### config.mk
export PLATFORM = sky130hd
export DESIGN_NAME = msa_mean
export DESIGN_NICKNAME = d
export VERILOG_FILES = /design/src/sv/assert_macros.svh /design/src/sv/msa_pkg.sv /design/src/sv/msa_mean.sv
export SDC_FILE = /design/constraint.sdc
export NUM_CORES = 1
export LEC_CHECK = 0
export ABC_CLOCK_PERIOD_IN_PS = 9450
export BUFFER_PORTS_ARGS = -buffer_cell sky130_fd_sc_hd__buf_2
export CAP_MARGIN = 20
export CORE_MARGIN = 1
export CORE_UTILIZATION = 60
export CTS_CLUSTER_DIAMETER = 100
export DETAILED_ROUTE_END_ITERATION = 10
export GPL_TIMING_DRIVEN = 0
export PLACE_DENSITY = 0.91
export RECOVER_POWER = 100
export SYNTH_ARGS = -nofsm -noshare
export SYNTH_HDL_FRONTEND = slang
export SYNTH_SLANG_ARGS = --single-unit
### constraint.sdc
create_clock -name clk_i -period 9.45 [get_ports clk_i]
set_input_delay 0.945 -clock clk_i [delete_from_list [all_inputs] [get_ports clk_i]]
set_output_delay 0.945 -clock clk_i [all_outputs]
set_load 0.02 [all_outputs]
### src/sv/assert_macros.svh
// ----------------------------------------------------------------------------
// assert_macros.svh
// Assertion shorthands for the moving-average block, clocked on clk_i and
// disabled while rst_ni is low
// ----------------------------------------------------------------------------
`ifndef ASSERT_MACROS_SVH
`define ASSERT_MACROS_SVH

// property must hold at every edge out of reset
`define MSA_ASSERT(lbl, prop, msg) \
  lbl: assert property (@(posedge clk_i) disable iff (!rst_ni) prop) \
    else $error(msg);

// expression must never be true out of reset
`define MSA_ASSERT_NEVER(lbl, expr, msg) \
  lbl: assert property (@(posedge clk_i) disable iff (!rst_ni) !(expr)) \
    else $error(msg);

`endif

### src/sv/msa_pkg.sv
// ----------------------------------------------------------------------------
// msa_pkg
// Shared widths, types and constants of the six-axis moving-average filter
// ----------------------------------------------------------------------------
`default_nettype none

package msa_pkg;

  // window length and axis count
  localparam int WINDOW = 12;
  localparam int AXES   = 6;
  localparam int DATA_W = 24;

  // running sum, magnitude and fill counter widths
  localparam int SUM_W  = DATA_W + $clog2(WINDOW) + 1;
  localparam int MAG_W  = SUM_W - 1;
  localparam int CNT_W  = $clog2(WINDOW);
  localparam int PROD_W = 2 * MAG_W;

  // rounding offset and reciprocal of the window length
  localparam int HALF_WIN = WINDOW / 2;
  localparam logic [MAG_W-1:0] RECIP = MAG_W'((longint'(1) << MAG_W) / WINDOW);

  typedef logic signed [DATA_W-1:0] sample_t;
  typedef logic signed [SUM_W-1:0]  sum_t;
  typedef sample_t axes_t [AXES];
  typedef sum_t    sums_t [AXES];

  // load enables of the two divide stages
  typedef struct packed {
    logic mul_en;
    logic fix_en;
  } pipe_ctl_t;

endpackage

`default_nettype wire

### src/sv/msa_mean.sv
// ----------------------------------------------------------------------------
// msa_mean
// Rounded division of one axis sum by the window length: reciprocal
// multiply in the first stage, remainder correction and sign in the second
// ----------------------------------------------------------------------------
`default_nettype none

module msa_mean import msa_pkg::*; (
  input  logic      clk_i,
  input  pipe_ctl_t ctl_i,
  input  sum_t      sum_i,
  output sample_t   mean_o
);

  logic [SUM_W-1:0]  abs_sum;
  logic [MAG_W-1:0]  mag;
  logic [PROD_W-1:0] prod;
  logic [MAG_W-1:0]  x_q;
  logic [DATA_W-1:0] q_est_q;
  logic              neg_q;
  logic [MAG_W-1:0]  back;
  logic [MAG_W-1:0]  rem;
  logic [DATA_W-1:0] q_fix;
  sample_t           mean_q;

  // magnitude plus half window, then reciprocal estimate (low by at most one)
  always_comb begin
    abs_sum = sum_i[SUM_W-1] ? (~sum_i + 1'b1) : sum_i;
    mag     = abs_sum[MAG_W-1:0] + MAG_W'(HALF_WIN);
    prod    = PROD_W'(mag) * PROD_W'(RECIP);
  end

  always_ff @(posedge clk_i) begin
    if (ctl_i.mul_en) begin
      x_q     <= mag;
      q_est_q <= prod[MAG_W +: DATA_W];
      neg_q   <= sum_i[SUM_W-1];
    end
  end

  // remainder check bumps the estimate, then restore the sign
  always_comb begin
    back  = MAG_W'(q_est_q) * MAG_W'(WINDOW);
    rem   = x_q - back;
    q_fix = q_est_q + DATA_W'(rem >= MAG_W'(WINDOW));
  end

  always_ff @(posedge clk_i) begin
    if (ctl_i.fix_en) begin
      mean_q <= neg_q ? sample_t'(~q_fix + 1'b1) : sample_t'(q_fix);
    end
  end

  assign mean_o = mean_q;

endmodule

`default_nettype wire

### After elaboration in Yosys (flattened, before gate mapping)

Cells that the tools add are included.

* muxes and demuxes: 2
* bitwise gates (word level): 2
* order comparisons: 1
* multiply operators: 2
* add/subtract/negate cells: 5

Operators with widths (count)
* 28-bit by 25-bit multiplier with 52-bit output (second input constant): 1
* 28-bit by 1-bit adder with 28-bit output (second input constant): 1
* 28-bit by 3-bit adder with 28-bit output (second input constant): 1
* 28-bit by 4-bit >= comparator with 1-bit output (second input constant): 1
* 28-bit 2-to-1 mux: 1
* 28-bit inverter: 1
* 28-bit subtractor: 1
* 24-bit by 2-bit multiplier with 26-bit output (second input constant): 1
* 24-bit by 1-bit adder with 24-bit output: 1
* 24-bit by 1-bit adder with 24-bit output (second input constant): 1
* 24-bit 2-to-1 mux: 1
* 24-bit inverter: 1

* output and inout bits: 24
* register bits after elaboration: 77
* input port bits: 32
* word-level logic and storage cells: 16

### Logic depth before layout (Yosys ltp)

* depth in word-level cells: 7
* depth in mapped cells: 37
* mapped depth without buffers: 36

### Worst setup path after synthesis

OpenSTA, ideal clock, no wires.

* path kind: input port to flip-flop
* start point: input sum_i[28]
* end point: register q_est_q[23] (data pin)
* library setup time: 265 ps
* stages on the path: 34
* buffers on the path: 5
* arrival time: 9928 ps
* slack: -744 ps
* required time: 9185 ps
* path through: clkbuf_1 -> clkbuf_1 -> buf_2 -> buf_1 -> clkbuf_1 -> mux2i_1 -> ha_1 -> nor3_1 -> and3_1 -> nand3_1 -> or3_1 -> a21oi_1 -> ha_1 -> fa_1 -> inv_1 -> fa_1 -> fa_1 -> inv_1 -> fa_1 -> fa_1 -> inv_1 -> fa_1 -> inv_1 -> ha_1 -> o21ai_0 -> o2bb2ai_1 -> or3b_2 -> a41oi_1 -> o2111ai_1 -> o21ai_0 -> nor2_1 -> o21bai_1 -> a221oi_1 -> xnor2_1

* word-level cells in the longest chain between the ends: 3

Ends and longest elaborated chain
* start, declared: line msa_mean.sv:11 `input sum_t sum_i,`
* 28-bit 2-to-1 mux: line msa_mean.sv:28 `abs_sum = sum_i[SUM_W-1] ? (~sum_i + 1'b1) : sum_i;`
* 28-bit by 3-bit adder with 28-bit output: line msa_mean.sv:29 `mag = abs_sum[MAG_W-1:0] + MAG_W'(HALF_WIN);`
* net mag[1]: line msa_mean.sv:16 `logic [MAG_W-1:0] mag;`
* 28-bit by 25-bit multiplier with 52-bit output: line msa_mean.sv:30 `prod = PROD_W'(mag) * PROD_W'(RECIP);`
* net prod[51]: line msa_mean.sv:17 `logic [PROD_W-1:0] prod;`
* end signal, assigned: line msa_mean.sv:36 `q_est_q <= prod[MAG_W +: DATA_W];`
* end, declared: line msa_mean.sv:19 `logic [DATA_W-1:0] q_est_q;`

The timed path passes the listed nets, and every way through them passes these cells.
A chain may end at the register's enable or synchronous reset.

### Worst setup path in the final report

* start point: input sum_i[0]
* end point: register q_est_q[16] (data pin)

* word-level cells in the longest chain between the ends: 5

Ends and longest elaborated chain (line)
* 28-bit inverter: msa_mean.sv:28
* 28-bit by 1-bit adder with 28-bit output: msa_mean.sv:28
* 28-bit 2-to-1 mux *: msa_mean.sv:28
* 28-bit by 3-bit adder with 28-bit output *: msa_mean.sv:29
* net mag[8]: msa_mean.sv:16
* 28-bit by 25-bit multiplier with 52-bit output *: msa_mean.sv:30
* net prod[44]: msa_mean.sv:17

The timed path passes the listed nets; every way through them passes the cells marked *.

==> flow_summary.ini <==
[synthesis]
synth_area_mm2 = 0.01825
synth_top_area_share_pct = 25.45
ys_async_sr_fraction_pct = 0
ys_types = 84
synth_flop_cell = edfxtp_1
seq_area_frac_synth_pct = 12.34
synth_area_leaders = fa_1 25%, ha_1 22%, edfxtp_1 12%
synth-seq-cells = 75
synth-edff-count = 75
syn_avg_cell_area_um2 = 9.394
syn_nets = 2522
synthCells = 1943
yosysTopAreaCell = fa_1
ys.warnings.count = 0

[route]
final_antenna_net_count = 0
drtIter0Drc = 1891
first_pass_iters = 6
num_vias = 16280
vias_per_cell = 6.542
routed_wl_mm = 62.94
drt-wirelength-per-cell_um = 25.29
drc = 0

[job]
maxCapViolCount = 1

[sta]
worst_slack_ns = -0.4370
fin_crit_ns = 9.887
hold_viol = 0
finalSetupViolations = 14
hold_ws_ns = 0.7643
post-route-period-util_pct = 104.6
slew_headroom_pct = -73.38
clock_skew_ns = 0.005116
worst_pin_slew_ns = 2.601
max_freq_mhz = 101.1
drv_slew = 52

[clock_tree]
cts_tree = done
cts_sinks = 75
h-tree-depth = 3
clockRootBuffer = clkbuf_16
clk_latency_ns = 0.33
cts_made_buffers = 9
path_clk_slew_ns = 0.06
clockBufferDepth = 2

[setup_path]
crit_type = in -> reg
reg2reg_to = mean_o[20]$_DFFE_PP_
cp_num_buf_inv = 9
startpoint_type = input pin
worstPathMaxFanout = 11
worstPathRequired_ns = 9.53
reg2reg_slack_ns = 0.67
critPathTopFamily = adder cells
worst_setup_path_end_kind = flip-flop
worst_path_largest_cell_delay_ns = 0.64
regToRegStartpoint = q_est_q[4]$_DFFE_PP_
critPathSlowestCell = fa_1
critPathArrivalTime_ns = 9.96
reg2reg_depth = 30
crit_top_cell = fa_1

[final_layout]
final_common_cell = inv_1
antenna_cells = 0
fin_nets = 2674
area_delta_synth_final_pct = 16.77
layout-drive-gt1-share_pct = 15.25
final_cell_mix = 450 x inv_1, 289 x ha_1, 213 x fa_1
fillers = 1874

[grt]
grt_max_degree = 52
first_global_vias = 16470
antenna_found_initial = 1
grt_pass1_wl_mm = 85.54
grt_overflow = 0
track_usage_pct = 36.23

[placed_design]
dpl.hpwl_mm = 41.42
gp_congestion = 1.007
port_buffers = 46

[floorplanning]
dieArea_mm2 = 0.03112
design.portCount = 56
dieHeight_um = 176.4
num_rows = 63
initial_core_util_pct = 61.26
dieWidth_um = 176.4
coreArea_mm2 = 0.02980

[outcome]
failed_checks = max-capacitance violations, max-slew violations, negative setup slack
status = finished with violations

[min_path]
hp-class = reg -> reg
worstHoldStart = q_est_q[4]$_DFFE_PP_
whs_endpoint = mean_o[4]$_DFFE_PP_
whs_path_depth = 1
==> through the flow <==
| stage | std cells | util (%) | setup slack [ns] | instance area [µm²] | TNS [ns] |
|---|---|---|---|---|---|
| 2_1_floorplan | 1943 | - | 0.04680 | 18320 | 0 |
| 3_3_place_gp | 2379 | 63.89 | -1.818 | 19040 | -32.61 |
| 3_5_place_dp | 2380 | 63.92 | -1.947 | 19040 | -36.04 |
| 4_1_cts | 2444 | 68.61 | 0.002513 | 20440 | 0 |
| 5_1_grt | 2489 | 71.53 | -0.5507 | 21310 | -5.995 |
| 6_report | 2489 | 71.53 | -0.4370 | 21310 | -4.037 |
==> cell families after synthesis <==
| group | after synthesis | share of synthesized area, % |
|---|---|---|
| flops | 75 | 12.34 |
| buf+inv | 488 | 10.20 |
| mux | 6 | 0.3496 |
| xor+xnor | 163 | 7.966 |
| simple gates | 349 | 10.50 |
| compound gates | 315 | 11.61 |
| fa+ha+maj | 547 | 47.04 |
==> layer usage <==
| layer | part of all wire, % | global-route usage [%] |
|---|---|---|
| met3 | 11 | 6.804 |
| met5 | 0 | 0 |
| met2 | 45 | 60.65 |
| met1 | 33 | 41.72 |
| met4 | 11 | 26.04 |
==> area by class of cell <==
class	instances	area (µm²)	share of cell area (%)
Buffer	27	183.9	0.8630
Tap cell	390	488.0	2.290
Multi-Input combinational cell	1380	15380	72.19
Clock inverter	5	55.05	0.2583
Clock buffer	10	229.0	1.074
Inverter	459	1727	8.101
Timing Repair Buffer	143	993.5	4.661
Sequential cell	75	2252	10.57
==> worst register-to-register path, delay by kind of cell, from the launching register on <==
kind	cells	cell delay [ns]
simple gates	11	2.95
flops	1	0.50
xor+xnor	3	0.73
compound gates	11	3.01
fa+ha+maj	4	1.16
buf+inv	1	0.17
==> how the worst max path moves through the flow <==
| stage | startpoint | to | slack (ns) | cells after the start |
|---|---|---|---|---|
| after floorplan | sum_i[28] | q_est_q[23]$_DFFE_PP_ | 0.05 | 36 |
| after global placement | sum_i[0] | q_est_q[16]$_DFFE_PP_ | -1.82 | 33 |
| after detailed placement | sum_i[28] | q_est_q[16]$_DFFE_PP_ | -1.95 | 35 |
| after CTS | sum_i[28] | q_est_q[16]$_DFFE_PP_ | 0.003 | 36 |
| after global routing | sum_i[28] | q_est_q[21]$_DFFE_PP_ | -0.55 | 37 |
| final | sum_i[0] | q_est_q[16]$_DFFE_PP_ | -0.44 | 33 |
==> synthesized netlist by cell type (6+ instances only) <==
cell and count:
or3_1 9, o21ai_0 61, a211oi_1 8, o2111ai_1 6, a31oi_1 13, or4_1 6
nor2b_1 11, fa_1 232, inv_1 459, or2_2 7, nand3b_1 6, nand3_1 39
o21bai_1 7, nor3_1 17, a21o_1 47, nor2_1 70, xnor2_1 78, clkbuf_1 21
nor4_1 10, nor3b_1 7, nand4_1 18, xor2_1 83, and3_1 14, o31ai_1 15
a21oi_1 75, o21a_1 15, nand2_1 77, and2_1 11, edfxtp_1 75, o22ai_1 8
ha_1 315, nand2b_1 21, a2111oi_0 8
==> timing repair <==
item,in CTS,in global routing
pin swaps,40,78
hold buffers,0,0
buffers inserted,50,45
resized for setup,114,110
endpoints found under the setup margin,24,24
==> registers in the layout, indices dropped and copies added, names as in the netlist <==
| register | flops |
|---|---|
| x_q | 26 |
| mean_o | 24 |
| q_est_q | 24 |
| neg_q | 1 |
Power is not shown: default switching activity piles up to over one toggle a cycle in this logic, so the estimate is an artifact.
